### src/hw/rtl/amqf_pkg.sv
// ============================================================================
// amqf_pkg
// Shared types, character constants and hex helpers for the meter-query framer.
// ============================================================================
package amqf_pkg;

    // Field widths
    localparam int UNIT_W  = 5;
    localparam int ADDR_W  = 6;
    localparam int BYTE_W  = 8;
    localparam int KIND_W  = 2;
    localparam int STAT_W  = 3;

    // Frame layout
    localparam int ECHO_LEN  = 6;          // chars after ':' that echo the request
    localparam int MIN_COUNT = ECHO_LEN + 3; // echo + two checksum digits + CR
    localparam int REQ_LEN   = 11;

    // Line characters
    localparam logic [BYTE_W-1:0] CH_COLON = 8'h3A;
    localparam logic [BYTE_W-1:0] CH_SIX   = 8'h36;
    localparam logic [BYTE_W-1:0] CH_FIVE  = 8'h35;
    localparam logic [BYTE_W-1:0] CH_CR    = 8'h0D;
    localparam logic [BYTE_W-1:0] CH_LF    = 8'h0A;

    // Input opcodes
    localparam logic OP_START = 1'b0;
    localparam logic OP_BYTE  = 1'b1;

    // Result kinds
    localparam logic [KIND_W-1:0] KIND_REQ  = 2'd0;
    localparam logic [KIND_W-1:0] KIND_PAY  = 2'd1;
    localparam logic [KIND_W-1:0] KIND_STAT = 2'd2;

    // Frame status codes
    localparam logic [STAT_W-1:0] ST_OK        = 3'd0;
    localparam logic [STAT_W-1:0] ST_ECHO      = 3'd1;
    localparam logic [STAT_W-1:0] ST_NONHEX    = 3'd2;
    localparam logic [STAT_W-1:0] ST_MISMATCH  = 3'd3;
    localparam logic [STAT_W-1:0] ST_TOO_SHORT = 3'd4;
    localparam logic [STAT_W-1:0] ST_TOO_LONG  = 3'd5;

    typedef struct packed {
        logic                opcode;
        logic [ADDR_W-1:0]   reg_address;
        logic [BYTE_W-1:0]   rx_byte;
    } t_in_req;

    typedef struct packed {
        logic [KIND_W-1:0]   kind;
        logic [BYTE_W-1:0]   data_byte;
        logic [STAT_W-1:0]   status;
        logic                last;
    } t_out_rsp;

    // Controller to datapath commands
    typedef struct packed {
        logic take;       // capture the accepted request
        logic start;      // begin a new query
        logic rx;         // process one received byte (not a frame end)
        logic end_check;  // frame end: length / echo verdict
        logic rd_hi;      // read high checksum digit from store
        logic rd_lo;      // capture high digit, read low digit
        logic judge;      // decode checksum, set status and payload length
        logic rd_pay;     // read payload byte at index
        logic emit_req;
        logic emit_pay;
        logic emit_stat;
    } t_cmd;

    // Datapath to controller status
    typedef struct packed {
        logic is_start;
        logic frame_end;
        logic early_err;
        logic pay_go;
        logic pay_last;
        logic req_last;
        logic out_free;
    } t_sts;

    // Uppercase hex character of a nibble
    function automatic logic [BYTE_W-1:0] hex_char(input logic [3:0] v);
        logic [BYTE_W-1:0] r;
        if (v < 4'd10) begin
            r = 8'h30 + {4'b0, v};
        end else begin
            r = 8'h37 + {4'b0, v};
        end
        return r;
    endfunction

    // Hex digit decode: {valid, nibble}; both cases accepted
    function automatic logic [4:0] hex_value(input logic [BYTE_W-1:0] c);
        logic [4:0] r;
        if (c >= 8'h30 && c <= 8'h39) begin
            r = {1'b1, c[3:0]};
        end else if ((c >= 8'h41 && c <= 8'h46) || (c >= 8'h61 && c <= 8'h66)) begin
            r = {1'b1, c[3:0] + 4'd9};
        end else begin
            r = 5'd0;
        end
        return r;
    endfunction

    // Character i of the echo part: unit id, '6' '5', register address
    function automatic logic [BYTE_W-1:0] echo_char(input logic [2:0]        i,
                                                    input logic [UNIT_W-1:0] uid,
                                                    input logic [ADDR_W-1:0] addr);
        logic [BYTE_W-1:0] r;
        case (i)
            3'd0:    r = hex_char({3'b000, uid[4]});
            3'd1:    r = hex_char(uid[3:0]);
            3'd2:    r = CH_SIX;
            3'd3:    r = CH_FIVE;
            3'd4:    r = hex_char({2'b00, addr[5:4]});
            default: r = hex_char(addr[3:0]);
        endcase
        return r;
    endfunction

endpackage

### src/hw/rtl/amqf_ctrl.sv
// ============================================================================
// amqf_ctrl
// Sequencer: accepts one request at a time and steps the datapath through
// request emission, byte handling, checksum check and payload readout.
// ============================================================================
module amqf_ctrl (
    input  logic          i_clk,
    input  logic          i_rst_n,
    input  logic          i_in_valid,
    output logic          o_in_stall,
    input  amqf_pkg::t_sts i_sts,
    output amqf_pkg::t_cmd o_cmd
);

    typedef enum logic [2:0] {
        S_IDLE,
        S_EXEC,
        S_REQ,
        S_HI,
        S_LO,
        S_PAYR,
        S_PAYW,
        S_STAT
    } t_state;

    t_state r_state, n_state;
    logic   r_stall;

    // Next state and commands
    always_comb begin
        n_state = r_state;
        o_cmd   = '0;
        case (r_state)
            S_IDLE: begin
                if (i_in_valid) begin
                    o_cmd.take = 1'b1;
                    n_state    = S_EXEC;
                end
            end
            S_EXEC: begin
                if (i_sts.is_start) begin
                    o_cmd.start = 1'b1;
                    n_state     = S_REQ;
                end else if (i_sts.frame_end) begin
                    o_cmd.end_check = 1'b1;
                    if (i_sts.early_err) begin
                        n_state = S_STAT;
                    end else begin
                        o_cmd.rd_hi = 1'b1;
                        n_state     = S_HI;
                    end
                end else begin
                    o_cmd.rx = 1'b1;
                    n_state  = S_IDLE;
                end
            end
            S_REQ: begin
                if (i_sts.out_free) begin
                    o_cmd.emit_req = 1'b1;
                    if (i_sts.req_last) begin
                        n_state = S_IDLE;
                    end
                end
            end
            S_HI: begin
                o_cmd.rd_lo = 1'b1;
                n_state     = S_LO;
            end
            S_LO: begin
                o_cmd.judge = 1'b1;
                n_state     = i_sts.pay_go ? S_PAYR : S_STAT;
            end
            S_PAYR: begin
                o_cmd.rd_pay = 1'b1;
                n_state      = S_PAYW;
            end
            S_PAYW: begin
                if (i_sts.out_free) begin
                    o_cmd.emit_pay = 1'b1;
                    n_state        = i_sts.pay_last ? S_STAT : S_PAYR;
                end
            end
            S_STAT: begin
                if (i_sts.out_free) begin
                    o_cmd.emit_stat = 1'b1;
                    n_state         = S_IDLE;
                end
            end
            default: begin
                n_state = S_IDLE;
            end
        endcase
    end

    // State and registered stall
    always_ff @(posedge i_clk) begin
        if (!i_rst_n) begin
            r_state <= S_IDLE;
            r_stall <= 1'b0;
        end else begin
            r_state <= n_state;
            r_stall <= (n_state != S_IDLE);
        end
    end

    assign o_in_stall = r_stall;

    // Only one result loaded into the output register per cycle
    a_one_emit: assert property (@(posedge i_clk) disable iff (!i_rst_n)
        $onehot0({o_cmd.emit_req, o_cmd.emit_pay, o_cmd.emit_stat}))
        else $error("amqf_ctrl: more than one emit command");

    // No result is produced while a new request may be accepted
    a_idle_quiet: assert property (@(posedge i_clk) disable iff (!i_rst_n)
        !o_in_stall |-> !(o_cmd.emit_req || o_cmd.emit_pay || o_cmd.emit_stat))
        else $error("amqf_ctrl: emit while accepting");

    // A captured request is always executed in the following cycle
    a_take_exec: assert property (@(posedge i_clk) disable iff (!i_rst_n)
        o_cmd.take |=> (o_cmd.start || o_cmd.rx || o_cmd.end_check))
        else $error("amqf_ctrl: request not executed");

endmodule

### src/hw/rtl/amqf_dp.sv
// ============================================================================
// amqf_dp
// Datapath: unit id register, link state, frame store, checksum logic and the
// output register.
// ============================================================================
module amqf_dp #(
    parameter int MAX_FRAME_BODY = 16
) (
    input  logic                     i_clk,
    input  logic                     i_rst_n,
    input  logic                     i_cfg_we,
    input  logic [amqf_pkg::UNIT_W-1:0] i_cfg_data,
    input  amqf_pkg::t_in_req        i_in_req,
    input  logic                     i_out_stall,
    output logic                     o_out_valid,
    output amqf_pkg::t_out_rsp       o_out_rsp,
    input  amqf_pkg::t_cmd           i_cmd,
    output amqf_pkg::t_sts           o_sts
);

    localparam int CAP   = amqf_pkg::ECHO_LEN + MAX_FRAME_BODY + 1;
    localparam int CNT_W = $clog2(CAP + 1);
    localparam int AW    = $clog2(MAX_FRAME_BODY);
    localparam int BW    = amqf_pkg::BYTE_W;

    typedef enum logic [1:0] {
        PH_IDLE,
        PH_WAIT,
        PH_COLLECT
    } t_phase;

    // Configuration and captured request
    logic [amqf_pkg::UNIT_W-1:0] r_unit_id;
    amqf_pkg::t_in_req           r_in;

    // Link state
    t_phase                      r_phase;
    logic [amqf_pkg::ADDR_W-1:0] r_exp_addr;
    logic [CNT_W-1:0]            r_count;
    logic [BW-1:0]               r_sum;
    logic                        r_echo_ok;
    logic [BW-1:0]               r_prev;

    // Frame check and readout
    logic [BW-1:0]               r_req_cs;
    logic [BW-1:0]               r_hi;
    logic [amqf_pkg::STAT_W-1:0] r_stat;
    logic [CNT_W-1:0]            r_plen;
    logic [CNT_W-1:0]            r_idx;

    // Frame store
    logic [BW-1:0]               r_mem [MAX_FRAME_BODY];
    logic [BW-1:0]               r_rd_data;

    // Output register
    logic                        r_out_valid;
    amqf_pkg::t_out_rsp          r_out;

    logic [BW-1:0]               c;
    logic                        out_free;
    logic                        store_we;
    logic [CNT_W-1:0]            body_idx;
    logic                        rd_en;
    logic [AW-1:0]               rd_addr;
    logic [BW-1:0]               start_sum;
    logic [BW-1:0]               start_cs;
    logic [BW-1:0]               req_char;
    logic [amqf_pkg::STAT_W-1:0] early_st;
    logic [4:0]                  hv;
    logic [4:0]                  lv;
    logic [BW-1:0]               body_sum;
    logic [BW-1:0]               want;
    logic [amqf_pkg::STAT_W-1:0] judge_st;

    assign c        = r_in.rx_byte;
    assign out_free = !r_out_valid || !i_out_stall;

    // Checksum of the six echo characters for a new request
    always_comb begin
        start_sum = '0;
        for (int i = 0; i < amqf_pkg::ECHO_LEN; i++) begin
            start_sum = start_sum + amqf_pkg::echo_char(3'(i), r_unit_id, r_in.reg_address);
        end
        start_cs = 8'd0 - start_sum;
    end

    // Request character at the current index
    always_comb begin
        case (r_idx[3:0])
            4'd0:    req_char = amqf_pkg::CH_COLON;
            4'd7:    req_char = amqf_pkg::hex_char(r_req_cs[7:4]);
            4'd8:    req_char = amqf_pkg::hex_char(r_req_cs[3:0]);
            4'd9:    req_char = amqf_pkg::CH_CR;
            4'd10:   req_char = amqf_pkg::CH_LF;
            default: req_char = amqf_pkg::echo_char(3'(r_idx[3:0] - 4'd1), r_unit_id,
                                                    r_exp_addr);
        endcase
    end

    // Body store write for bytes past the echo
    assign body_idx = r_count - CNT_W'(amqf_pkg::ECHO_LEN);
    assign store_we = i_cmd.rx && (r_phase == PH_COLLECT)
                   && (r_count >= CNT_W'(amqf_pkg::ECHO_LEN))
                   && (body_idx < CNT_W'(MAX_FRAME_BODY));

    // Read address: checksum digits or payload index
    assign rd_en = i_cmd.rd_hi || i_cmd.rd_lo || i_cmd.rd_pay;
    always_comb begin
        if (i_cmd.rd_hi) begin
            rd_addr = AW'(r_count - CNT_W'(amqf_pkg::MIN_COUNT));
        end else if (i_cmd.rd_lo) begin
            rd_addr = AW'(r_count - CNT_W'(amqf_pkg::MIN_COUNT - 1));
        end else begin
            rd_addr = r_idx[AW-1:0];
        end
    end

    // Length and echo verdict at frame end
    always_comb begin
        if (r_count > CNT_W'(amqf_pkg::ECHO_LEN + MAX_FRAME_BODY)) begin
            early_st = amqf_pkg::ST_TOO_LONG;
        end else if (r_count < CNT_W'(amqf_pkg::MIN_COUNT)) begin
            early_st = amqf_pkg::ST_TOO_SHORT;
        end else if (!r_echo_ok) begin
            early_st = amqf_pkg::ST_ECHO;
        end else begin
            early_st = amqf_pkg::ST_OK;
        end
    end

    // Checksum verdict: high digit in r_hi, low digit in read data; the
    // character before LF is always CR
    always_comb begin
        hv       = amqf_pkg::hex_value(r_hi);
        lv       = amqf_pkg::hex_value(r_rd_data);
        body_sum = r_sum - r_hi - r_rd_data - amqf_pkg::CH_CR;
        want     = 8'd0 - body_sum;
        if (!hv[4] || !lv[4]) begin
            judge_st = amqf_pkg::ST_NONHEX;
        end else if (want != {hv[3:0], lv[3:0]}) begin
            judge_st = amqf_pkg::ST_MISMATCH;
        end else begin
            judge_st = amqf_pkg::ST_OK;
        end
    end

    // Status to the controller
    always_comb begin
        o_sts.is_start  = (r_in.opcode == amqf_pkg::OP_START);
        o_sts.frame_end = (r_phase == PH_COLLECT) && (c == amqf_pkg::CH_LF)
                       && (r_prev == amqf_pkg::CH_CR);
        o_sts.early_err = (early_st != amqf_pkg::ST_OK);
        o_sts.pay_go    = (judge_st == amqf_pkg::ST_OK)
                       && (r_count != CNT_W'(amqf_pkg::MIN_COUNT));
        o_sts.pay_last  = ((r_idx + CNT_W'(1)) == r_plen);
        o_sts.req_last  = (r_idx == CNT_W'(amqf_pkg::REQ_LEN - 1));
        o_sts.out_free  = out_free;
    end

    // Captured request (payload, no reset)
    always_ff @(posedge i_clk) begin
        if (i_cmd.take) begin
            r_in <= i_in_req;
        end
    end

    // Frame store and its registered read port
    always_ff @(posedge i_clk) begin
        if (store_we) begin
            r_mem[body_idx[AW-1:0]] <= c;
        end
        if (rd_en) begin
            r_rd_data <= r_mem[rd_addr];
        end
    end

    // Check and readout payload registers
    always_ff @(posedge i_clk) begin
        if (i_cmd.start) begin
            r_req_cs <= start_cs;
        end
        if (i_cmd.rd_lo) begin
            r_hi <= r_rd_data;
        end
        if (i_cmd.end_check) begin
            r_stat <= early_st;
        end else if (i_cmd.judge) begin
            r_stat <= judge_st;
            r_plen <= r_count - CNT_W'(amqf_pkg::MIN_COUNT);
        end
        if (i_cmd.start || i_cmd.judge) begin
            r_idx <= '0;
        end else if (i_cmd.emit_req || i_cmd.emit_pay) begin
            r_idx <= r_idx + CNT_W'(1);
        end
    end

    // Link state and configuration
    always_ff @(posedge i_clk) begin
        if (!i_rst_n) begin
            r_unit_id  <= '0;
            r_phase    <= PH_IDLE;
            r_exp_addr <= '0;
            r_count    <= '0;
            r_sum      <= '0;
            r_echo_ok  <= 1'b1;
            r_prev     <= '0;
        end else begin
            if (i_cfg_we) begin
                r_unit_id <= i_cfg_data;
            end
            if (i_cmd.start) begin
                r_phase    <= PH_WAIT;
                r_exp_addr <= r_in.reg_address;
                r_count    <= '0;
                r_sum      <= '0;
                r_echo_ok  <= 1'b1;
                r_prev     <= '0;
            end else if (i_cmd.end_check) begin
                r_phase <= PH_IDLE;
            end else if (i_cmd.rx) begin
                case (r_phase)
                    PH_WAIT: begin
                        if (c == amqf_pkg::CH_COLON) begin
                            r_phase   <= PH_COLLECT;
                            r_count   <= '0;
                            r_sum     <= '0;
                            r_echo_ok <= 1'b1;
                            r_prev    <= amqf_pkg::CH_COLON;
                        end
                    end
                    PH_COLLECT: begin
                        if (r_count < CNT_W'(amqf_pkg::ECHO_LEN)) begin
                            if (c != amqf_pkg::echo_char(r_count[2:0], r_unit_id,
                                                         r_exp_addr)) begin
                                r_echo_ok <= 1'b0;
                            end
                        end
                        r_sum <= r_sum + c;
                        if (r_count < CNT_W'(CAP)) begin
                            r_count <= r_count + CNT_W'(1);
                        end
                        r_prev <= c;
                    end
                    default: begin
                    end
                endcase
            end
        end
    end

    // Output register
    always_ff @(posedge i_clk) begin
        if (!i_rst_n) begin
            r_out_valid <= 1'b0;
        end else if (i_cmd.emit_req || i_cmd.emit_pay || i_cmd.emit_stat) begin
            r_out_valid <= 1'b1;
        end else if (!i_out_stall) begin
            r_out_valid <= 1'b0;
        end
    end

    always_ff @(posedge i_clk) begin
        if (i_cmd.emit_req) begin
            r_out.kind      <= amqf_pkg::KIND_REQ;
            r_out.data_byte <= req_char;
            r_out.status    <= amqf_pkg::ST_OK;
            r_out.last      <= o_sts.req_last;
        end else if (i_cmd.emit_pay) begin
            r_out.kind      <= amqf_pkg::KIND_PAY;
            r_out.data_byte <= r_rd_data;
            r_out.status    <= amqf_pkg::ST_OK;
            r_out.last      <= 1'b0;
        end else if (i_cmd.emit_stat) begin
            r_out.kind      <= amqf_pkg::KIND_STAT;
            r_out.data_byte <= '0;
            r_out.status    <= r_stat;
            r_out.last      <= 1'b1;
        end
    end

    assign o_out_valid = r_out_valid;
    assign o_out_rsp   = r_out;

    // A result is only loaded when the output register can take it
    a_load_free: assert property (@(posedge i_clk) disable iff (!i_rst_n)
        (i_cmd.emit_req || i_cmd.emit_pay || i_cmd.emit_stat) |-> out_free)
        else $error("amqf_dp: output register overwritten");

    // Character counter saturates at its cap
    a_count_cap: assert property (@(posedge i_clk) disable iff (!i_rst_n)
        r_count <= CNT_W'(CAP))
        else $error("amqf_dp: character count past cap");

    // Payload readout only after a frame that passed every check
    a_pay_ok: assert property (@(posedge i_clk) disable iff (!i_rst_n)
        i_cmd.emit_pay |-> (r_stat == amqf_pkg::ST_OK))
        else $error("amqf_dp: payload emitted from a bad frame");

endmodule

### src/hw/rtl/ascii_meter_query_framer.sv
// ============================================================================
// ascii_meter_query_framer
// Master side of an ASCII meter-query link: builds the 11-character request
// and checks / unpacks the meter's reply frame.
// ============================================================================
//
//  Channel | Direction | Handshake                 | Payload
//  --------+-----------+---------------------------+------------------------
//  in      | input     | i_in_valid / o_in_stall   | i_in_req  (t_in_req)
//  out     | output    | o_out_valid / i_out_stall | o_out_rsp (t_out_rsp)
//  cfg     | input     | i_cfg_we (no wait)        | i_cfg_data (unit id)
//
//  One request is handled at a time. A received byte that does not end a
//  frame is captured and then executed; a start also emits the 11 request
//  characters. A frame end gives the status alone when length or echo
//  fails, else checks the checksum digits, then reads each payload byte via
//  the store's single registered read port and emits it, then the status.
//  Reset is synchronous and active low; the frame store is not cleared.
//  Output stalls hold the sequencer in place; the result register keeps its
//  contents until taken.
//
module ascii_meter_query_framer #(
    parameter int MAX_FRAME_BODY = 16
) (
    input  logic                        i_clk,
    input  logic                        i_rst_n,
    input  logic                        i_cfg_we,
    input  logic [amqf_pkg::UNIT_W-1:0] i_cfg_data,
    input  logic                        i_in_valid,
    output logic                        o_in_stall,
    input  amqf_pkg::t_in_req           i_in_req,
    output logic                        o_out_valid,
    input  logic                        i_out_stall,
    output amqf_pkg::t_out_rsp          o_out_rsp
);

    amqf_pkg::t_cmd cmd;
    amqf_pkg::t_sts sts;

    // Sequencer
    amqf_ctrl u_ctrl (
        .i_clk      (i_clk),
        .i_rst_n    (i_rst_n),
        .i_in_valid (i_in_valid),
        .o_in_stall (o_in_stall),
        .i_sts      (sts),
        .o_cmd      (cmd)
    );

    // Datapath
    amqf_dp #(
        .MAX_FRAME_BODY (MAX_FRAME_BODY)
    ) u_dp (
        .i_clk       (i_clk),
        .i_rst_n     (i_rst_n),
        .i_cfg_we    (i_cfg_we),
        .i_cfg_data  (i_cfg_data),
        .i_in_req    (i_in_req),
        .i_out_stall (i_out_stall),
        .o_out_valid (o_out_valid),
        .o_out_rsp   (o_out_rsp),
        .i_cmd       (cmd),
        .o_sts       (sts)
    );

endmodule

### config.mk
export PLATFORM = sky130hd
export DESIGN_NAME = ascii_meter_query_framer
export DESIGN_NICKNAME = d
export VERILOG_FILES = /design/src/hw/rtl/amqf_pkg.sv /design/src/hw/rtl/amqf_ctrl.sv /design/src/hw/rtl/amqf_dp.sv /design/src/hw/rtl/ascii_meter_query_framer.sv
export SDC_FILE = /design/constraint.sdc
export NUM_CORES = 1
export LEC_CHECK = 0
export ABC_CLOCK_PERIOD_IN_PS = 11500
export BUFFER_PORTS_ARGS = -buffer_cell sky130_fd_sc_hd__buf_2
export CAP_MARGIN = 20
export CORE_MARGIN = 2
export CORE_UTILIZATION = 66
export CTS_BUF_LIST = sky130_fd_sc_hd__clkbuf_8
export DETAILED_ROUTE_END_ITERATION = 6
export PLACE_DENSITY = 0.84
export SETUP_SLACK_MARGIN = 0.02
export SLEW_MARGIN = 25
export SYNTH_ARGS = -nofsm -noshare
export SYNTH_HDL_FRONTEND = slang
export SYNTH_HIERARCHICAL = 1
export SYNTH_SLANG_ARGS = --single-unit
### constraint.sdc
create_clock -name i_clk -period 11.5 [get_ports i_clk]
set_input_delay 0 -clock i_clk [delete_from_list [all_inputs] [get_ports i_clk]]
set_output_delay 0 -clock i_clk [all_outputs]
set_load 0.1 [all_outputs]
==> metrics.log, run 1 <==
[metrics] utilization after layout: 75.81%
[metrics] H-tree level count: 2
[metrics] Num CTS Buffers: 39
[metrics] largest net degree at the start of global routing: 97
[metrics] worst hold margin: 165.4 ps
[metrics] most common cell after layout, fill and taps aside: edfxtp_1
[metrics] total iterations of the first detailed-routing run: 7
[metrics] static power due to leakage: 5.245 nW
[metrics] Synthesized Nets: 1189
[metrics] clock edge transition at the registers on the reported setup and hold paths: 60 ps
[metrics] proportion of synthesized chip area in sequential cells: 53.12%
[metrics] arrival time at the worst endpoint: 5850 ps
[metrics] total number of vias: 8790
[metrics] hold path depth: 2
[metrics] fraction of layout cells with a size suffix above 1: 10.26%
[metrics] antenna cell count: 0
[metrics] floorplan row count: 49
[metrics] power dissipated by switching net loads: 0.0005939 W
[metrics] vertical extent of the die: 140.4 um
[metrics] Worst Setup End Kind: flop
[metrics] VDD IR max: 0.1349 mV
[metrics] CORE AREA: 0.01809 sq mm
[metrics] CTS tree: built
[metrics] number of DRC markers in iteration 0: 843
[metrics] setup repair after global routing missed its margin: no
[metrics] crit-path leading delay family: simple AND/OR/NAND/NOR gates
[metrics] Max transition margin: 31.64%
[metrics] final number of setup-violating endpoints: 0
[metrics] Routability Congestion: 0.8702
[metrics] average routed wire per standard cell: 19.71 um
[metrics] r2r startpoint: u_dp/c[1]$_DFFE_PP_
[metrics] most numerous cell on the critical path: a211oi_1
[metrics] critical path class: reg2reg
[metrics] GRT Util Overall: 28.86%
[metrics] Die Span X: 140.4 um
[metrics] Cell Chain, Critical Path: nor4bb_1 -> nand4_1 -> nor3_1 -> nor3b_2 -> nor2b_1 -> nor2_1 -> a221oi_4 -> buf_6 -> nor2b_1 -> a211oi_1 -> a211oi_1 -> a211oi_1 -> a21oi_1
[metrics] post-cts repair resize count: 0
[metrics] final wirelength: 27.95 mm
[metrics] combinational share of power: 19.3%
[metrics] via count of the first global-routing pass: 8764
[metrics] mean number of vias per cell: 6.199
[metrics] later-pin clock latency in the skew report: 540 ps
[metrics] number of distinct library cells after synthesis: 72
[metrics] Yosys warning count: 6
[metrics] P&R area growth vs syn: 11.59%
[metrics] count of buffers added by post-CTS timing repair for setup: 0
[metrics] min Tclk post-route: 5587 ps
[metrics] Sum Neg Setup Slack: 0 ps
[metrics] endpoints failing hold: 0
[metrics] post-route fraction of the period consumed by the critical path: 48.58%
[metrics] worst path bufs/invs: 1
[metrics] share of power burned in registers: 47.1%
[metrics] IO buf count: 40
[metrics] clock sink total: 234
[metrics] Primary FF master, synth: edfxtp_1
[metrics] register bit total from synthesis: 234
[metrics] main area contributors after synthesis: edfxtp_1 (45%), dfxtp_1 (8.1%), ha_1 (6.8%), mux2i_1 (4.4%), a211oi_1 (3.7%)
[metrics] reg-to-reg critical path endpoint: u_dp/r_rd_data[3]$_DFFE_PP_
[metrics] maximum root-to-sink buffer count: 3
[metrics] highest clock frequency the design can meet: 0.1790 GHz
[metrics] top cell type's share of synthesized area: 44.97%
[metrics] length in cells of the worst reg-to-reg path: 13
[metrics] total overflow reported by the global router: 0
[metrics] number of flops mapped to enable cells by yosys: 184
[metrics] Syn Std Cell Area: 0.01229 sq mm
[metrics] Post-CTS Hold Buffers: 27
[metrics] slowest cell on the critical path: edfxtp_1
[metrics] required time worst endpoint: 11760 ps
[metrics] transition time at the pin with the least slew margin: 1025 ps
[metrics] commonest cells after routing, fill and taps aside: edfxtp_1 (184), nor2_1 (90), inv_1 (86)
[metrics] hold wc startpoint: i_in_req[9]
[metrics] clock root buffer: clkbuf_8
[metrics] CP Max Fanout: 96
[metrics] HPWL after DPL: 17.95 mm
[metrics] peak per-stage delay on the critical path: 820 ps
[metrics] die outline area: 0.01972 sq mm
[metrics] count of pins over their slew limit: 0
[metrics] top-level I/O count: 41
[metrics] layout net count: 1264
[metrics] cell count after synthesis: 1084
[metrics] initial core utilization: 67.93%
[metrics] share of synthesized registers carrying an async set or reset: 0%
[metrics] proportion of power drawn by the clock network: 33.6%
[metrics] DR DRC count: 0
[metrics] ANT nets after route: 0
[metrics] setup slack on the worst flop-to-flop path: 5910 ps
[metrics] Setup Skew: 22.01 ps
[metrics] switch share: 28.80%
[metrics] Hold Path Class: in2reg
[metrics] result of the run: complete, no violations
[metrics] number of antenna violations at the first check in global routing: 0
[metrics] capture endpoint of the worst hold path: u_dp/r_in[9]$_DFFE_PP_
[metrics] average cell area after synthesis: 11.33 sq um
[metrics] cell-internal power: 0.001468 W
[metrics] first-pass GRT wire length: 44.54 mm
[metrics] maxcap violations: 0
[metrics] Yosys top cell by area: edfxtp_1
[metrics] Startpoint Class: flop
[metrics] pwr/cell area: 150.4 mW/mm^2
[metrics] WP depth: 13
## power groups by stage
stage	combinational (W)	clock [W]	sequential (W)
after global routing	0.000442	0.000744	0.000974
after floorplan	0.000283	0	0.000995
after detailed placement	0.000381	0	0.000988
after CTS	0.000392	0.000703	0.000971
final	0.000398	0.000692	0.000972
after global placement	0.000366	0	0.000987
## sequential cells by signal, indices dropped and copies added, names as in the netlist, 8 cells and up
signal / cells
u_dp/r_prev: 8
u_dp/r_rd_data: 8
u_dp/c: 8
u_dp/r_req_cs: 8
u_dp/r_hi: 8
u_dp/r_mem: 128
u_dp/r_sum: 8
u_dp/o_out_rsp: 14
## logic make-up (layout without fill, tap and decap cells)
group | Yosys count | after routing | share of synthesized area, %
DFF | 234 | 234 | 53.12
xor gates and xnor gates | 54 | 54 | 3.849
and+or+nand+nor | 277 | 277 | 11.51
muxes | 57 | 57 | 4.674
adders and majority gates | 80 | 80 | 8.941
buffers and inverters | 117 | 222 | 3.747
AOI/OAI and AO/OA | 265 | 265 | 14.17
## worst reg2reg max path: stages, from the launching register on
cell and delay (ps):
edfxtp_1 820, nor4bb_1 530, nand4_1 160, nor3_1 340, nor3b_2 490, nor2b_1 660, nor2_1 220, a221oi_4 350
buf_6 660, nor2b_1 210, a211oi_1 240, a211oi_1 80, a211oi_1 460, a21oi_1 90
## worst max-delay path by stage
stage / start / end / slack, ps
after floorplan: u_dp/r_phase[0]$_SDFFE_PN0P_ / u_dp/r_rd_data[0]$_DFFE_PP_ / 7440
after global placement: u_dp/c[1]$_DFFE_PP_ / u_dp/r_rd_data[5]$_DFFE_PP_ / 6060
after detailed placement: u_dp/c[1]$_DFFE_PP_ / u_dp/r_rd_data[3]$_DFFE_PP_ / 5820
after CTS: u_dp/c[1]$_DFFE_PP_ / u_dp/r_rd_data[3]$_DFFE_PP_ / 5730
after global routing: u_dp/c[1]$_DFFE_PP_ / u_dp/r_rd_data[3]$_DFFE_PP_ / 5390
final: u_dp/c[1]$_DFFE_PP_ / u_dp/r_rd_data[3]$_DFFE_PP_ / 5910
## layer usage
layer / vias to the layer above / track usage, % / share of wire (%)
met4: 0 / 10.90 / 2.5
met1: 4192 / 39.26 / 41
met5: - / 0 / 0
met3: 59 / 5.812 / 8.6
li1: 4151 / - / -
met2: 388 / 46.41 / 48
## cells in the mapped netlist (8+ instances only)
cell / number
edfxtp_1: 184
nor2_1: 90
a21oi_1: 83
inv_1: 73
ha_1: 67
a211oi_1: 61
mux2i_1: 54
nand2_1: 51
dfxtp_1: 50
nor2b_1: 45
xnor2_1: 35
o21ai_0: 34
clkbuf_1: 30
xor2_1: 19
nor3_1: 18
a22oi_1: 15
fa_1: 13
nand2b_1: 13
nand3_1: 9
buf_2: 8
nor4_1: 8
o22ai_1: 8
## stage by stage
stage	instances	setup WS [ps]	power, W	instance area, sq um
after global placement	1320	6058	0.001353	12700
after floorplan	1084	7444	0.001278	12290
after CTS	1418	5730	0.002066	13700
after detailed placement	1320	5817	0.001369	12700
after global routing	1418	5387	0.002160	13710
final	1418	5913	0.002062	13710
## final cells by class
cell class	instances	area, sq um
Tap cell	229	286.5
Multi-Input combinational cell	733	5329
Fill cell	1118	4375
Inverter	73	274.0
Clock inverter	29	160.2
Sequential cell	234	6526
Timing Repair Buffer	78	556.8
Clock buffer	42	578.1
No activity file was read; power rests on OpenSTA's default activity.
==> run 2, diff against run 1 <==
- ABC_CLOCK_PERIOD_IN_PS: 11500 -> 5600
- CORE_UTILIZATION: 66 -> 65
- PLACE_DENSITY: 0.84 -> 0.83
- clock period: 11.5 -> 5.6 ns (I/O delays scaled with it)
==> run 2 against run 1 <==
  * Clock skew decreased by 2.1 ps
  * Combinational power increased by 110%
  * Core utilization decreased by 2.4 points
  * Cell count increased by 0.21%
  * Register-to-register slack got worse by 5300 ps
  * Sequential power increased by 100%
  * Count of clock-buffer cells in the layout decreased by 2
  * Routed wire length decreased by 1.1%
  * Highest routed layer unchanged
==> metrics.log, run 2 (synthesis gave the netlist of run 1 again) <==
[metrics] H-tree level count: 2 (unchanged)
[metrics] final number of setup-violating endpoints: 0 (unchanged)
[metrics] critical path capture point: u_dp/r_rd_data[4]$_DFFE_PP_
[metrics] number of antenna violations at the first check in global routing: 0 (unchanged)
[metrics] vertical extent of the die: 141.5 um (+0.74%)
[metrics] IO buf count: 40 (unchanged)
[metrics] Final Non-Filler Cells: 1421 (+0.21%)
[metrics] min Tclk post-route: 4945 ps (-642.1 ps)
[metrics] average routed wire per standard cell: 19.46 um (-1.3%)
[metrics] Worst Setup End Kind: flop
[metrics] setup slack on the worst flop-to-flop path: 660 ps (-5260 ps)
[metrics] length in cells of the worst reg-to-reg path: 17 (+4)
[metrics] met2 WL: 13.14 mm (-2.2%)
[metrics] r2r startpoint: u_dp/r_phase[0]$_SDFFE_PN0P_
[metrics] Hold Path Class: in2reg
[metrics] required time worst endpoint: 5870 ps (-5890 ps)
[metrics] count of pins over their slew limit: 0 (unchanged)
[metrics] P&R area growth vs syn: 11.35%
[metrics] result of the run: complete, no violations
[metrics] Sum Neg Setup Slack: 0 ps (unchanged)
[metrics] most common cell after layout, fill and taps aside: edfxtp_1
[metrics] VDD IR max: 0.2362 mV (+75%)
[metrics] endpoints failing hold: 0 (unchanged)
[metrics] critical path class: reg2reg
[metrics] die outline area: 0.02002 sq mm (+1.5%)
[metrics] Num CTS Buffers: 38 (-2.6%)
[metrics] maximum root-to-sink buffer count: 3 (unchanged)
[metrics] later-pin clock latency in the skew report: 540 ps (about the same)
[metrics] commonest cells after routing, fill and taps aside: edfxtp_1 (184), inv_1 (92), nor2_1 (90)
[metrics] Die Span X: 141.5 um (+0.74%)
[metrics] top-level I/O count: 41 (unchanged)
[metrics] ANT nets after route: 0 (unchanged)
[metrics] largest net degree at the start of global routing: 64 (-34%)
[metrics] arrival time at the worst endpoint: 5210 ps (-640 ps)
[metrics] CORE AREA: 0.01864 sq mm (+3.1%)
[metrics] max FFs per register: 128 (unchanged)
[metrics] static power due to leakage: 5.254 nW (+0.18%)
[metrics] met3 WL: 2.089 mm (-13%)
[metrics] CTS tree: built
[metrics] antenna cell count: 0 (unchanged)
[metrics] Routability Congestion: 0.9208 (+5.8%)
[metrics] GRT Util Overall: 27.69% (-1.2 points)
[metrics] number of DRC markers in iteration 0: 943 (+12%)
[metrics] highest layer used for signal routing: met4
[metrics] final wirelength: 27.65 mm (-1.1%)
[metrics] Startpoint Class: flop
[metrics] launching instance or port of the critical path: u_dp/r_phase[0]$_SDFFE_PN0P_
[metrics] routed metal-1 wire length: 11.56 mm (+1.3%)
[metrics] Setup Skew: 19.95 ps (-2.054 ps)
[metrics] total instance count after detailed placement: 1330 (+0.76%)
[metrics] DR DRC count: 0 (unchanged)
[metrics] post-route fraction of the period consumed by the critical path: 88.30% (+40 points)
[metrics] layout net count: 1268 (+0.32%)
[metrics] CP Max Fanout: 29 (-70%)
[metrics] clock edge transition at the registers on the reported setup and hold paths: 60 ps (about the same)
[metrics] Max transition margin: 30.43% (-1.2 points)
[metrics] maxcap violations: 0 (unchanged)
[metrics] clock sink total: 234 (unchanged)
[metrics] pwr/cell area: 301.5 mW/mm^2 (+100%)
[metrics] total number of vias: 8836 (+0.52%)
[metrics] transition time at the pin with the least slew margin: 1044 ps (+18.08 ps)
[metrics] total iterations of the first detailed-routing run: 5 (-2)
[metrics] reg-to-reg critical path endpoint: u_dp/r_rd_data[4]$_DFFE_PP_
[metrics] total overflow reported by the global router: 0 (unchanged)
[metrics] HPWL after DPL: 17.95 mm (about the same)
[metrics] mean number of vias per cell: 6.218 (+0.31%)
[metrics] floorplan row count: 50 (+2.0%)
[metrics] highest clock frequency the design can meet: 0.2022 GHz (+13%)
[metrics] via count of the first global-routing pass: 8575 (-2.2%)
[metrics] setup repair after global routing missed its margin: no
[metrics] fraction of layout cells with a size suffix above 1: 10.19% (-0.067 points)
[metrics] initial core utilization: 65.91% (-2.0 points)
[metrics] clock root buffer: clkbuf_8
[metrics] first-pass GRT wire length: 43.08 mm (-3.3%)
## run 2: what timing repair did
action,4_1_cts,5_1_grt
endpoints found under the hold margin,25,0
hold buffers,27,0
gates resized for setup,0,0
setup endpoints to repair,0,0
buffers inserted,0,0
## run 2: through the flow
| stage | area (sq um) | hold slack [ps] | total power (W) | worst slack, ps | util [%] |
|---|---|---|---|---|---|
| 6_report | 13680 | 186.2 | 0.004124 | 655.4 | 73.39 |
| 5_1_grt | 13680 | 163.1 | 0.004299 | 300.9 | 73.39 |
| 4_1_cts | 13680 | 158.6 | 0.004130 | 749.4 | 73.38 |
| 3_5_place_dp | 12750 | 178.1 | 0.002821 | 745.4 | 68.40 |
| 3_3_place_gp | 12750 | 176.3 | 0.002790 | 920.9 | 68.40 |
| 2_1_floorplan | 12290 | 98.87 | 0.002625 | 1544 | - |
## run 2: report_power, final
group / switching (W) / leakage [nW] / internal [W]
clock network: 0.000644 / 0.411 / 0.000661
logic: 0.000503 / 2.77 / 0.000333
registers: 0.0000417 / 2.07 / 0.00194
total: 0.00119 / 5.25 / 0.00294
## run 2: layout make-up
cell class	instances	area (sq um)
clock buffers	40	550.5
clock inverters	24	106.4
fillers	1210	4961
inverters	73	274.0
multi-input cells	733	5329
flip-flops and latches	234	6526
well taps	234	292.8
repair buffers	83	603.1
## run 2: metal layers
layer	vias to the layer above	track usage (%)
met5	-	0
met4	0	10.84
met3	70	6.109
met2	383	45.22
met1	4235	36.50
li1	4148	-
## run 2: worst min-delay path by stage
stage                               to  depth (start not counted)          from
6_report           u_dp/c[5]$_DFFE_PP_                          2   i_in_req[5]
5_1_grt            u_dp/c[5]$_DFFE_PP_                          2   i_in_req[5]
4_1_cts         u_dp/r_in[9]$_DFFE_PP_                          2   i_in_req[9]
3_5_place_dp       u_dp/c[2]$_DFFE_PP_                          1   i_in_req[2]
3_3_place_gp   u_dp/r_in[10]$_DFFE_PP_                          1  i_in_req[10]
2_1_floorplan      u_dp/c[0]$_DFFE_PP_                          0   i_in_req[0]
## run 2: worst max-delay path, cell delays in order, from the launching register on
cell and delay [ps]:
dfxtp_1 320, inv_1 60, ha_1 360, inv_1 230, nor4b_1 340, nand4_1 130, nor3_1 350, nor3b_2 470
nor2b_1 200, buf_4 190, nor2_1 110, a221oi_4 560, buf_4 410, nor2b_1 110, a211oi_1 240, a21oi_1 70
a211oi_1 470, a21oi_1 80
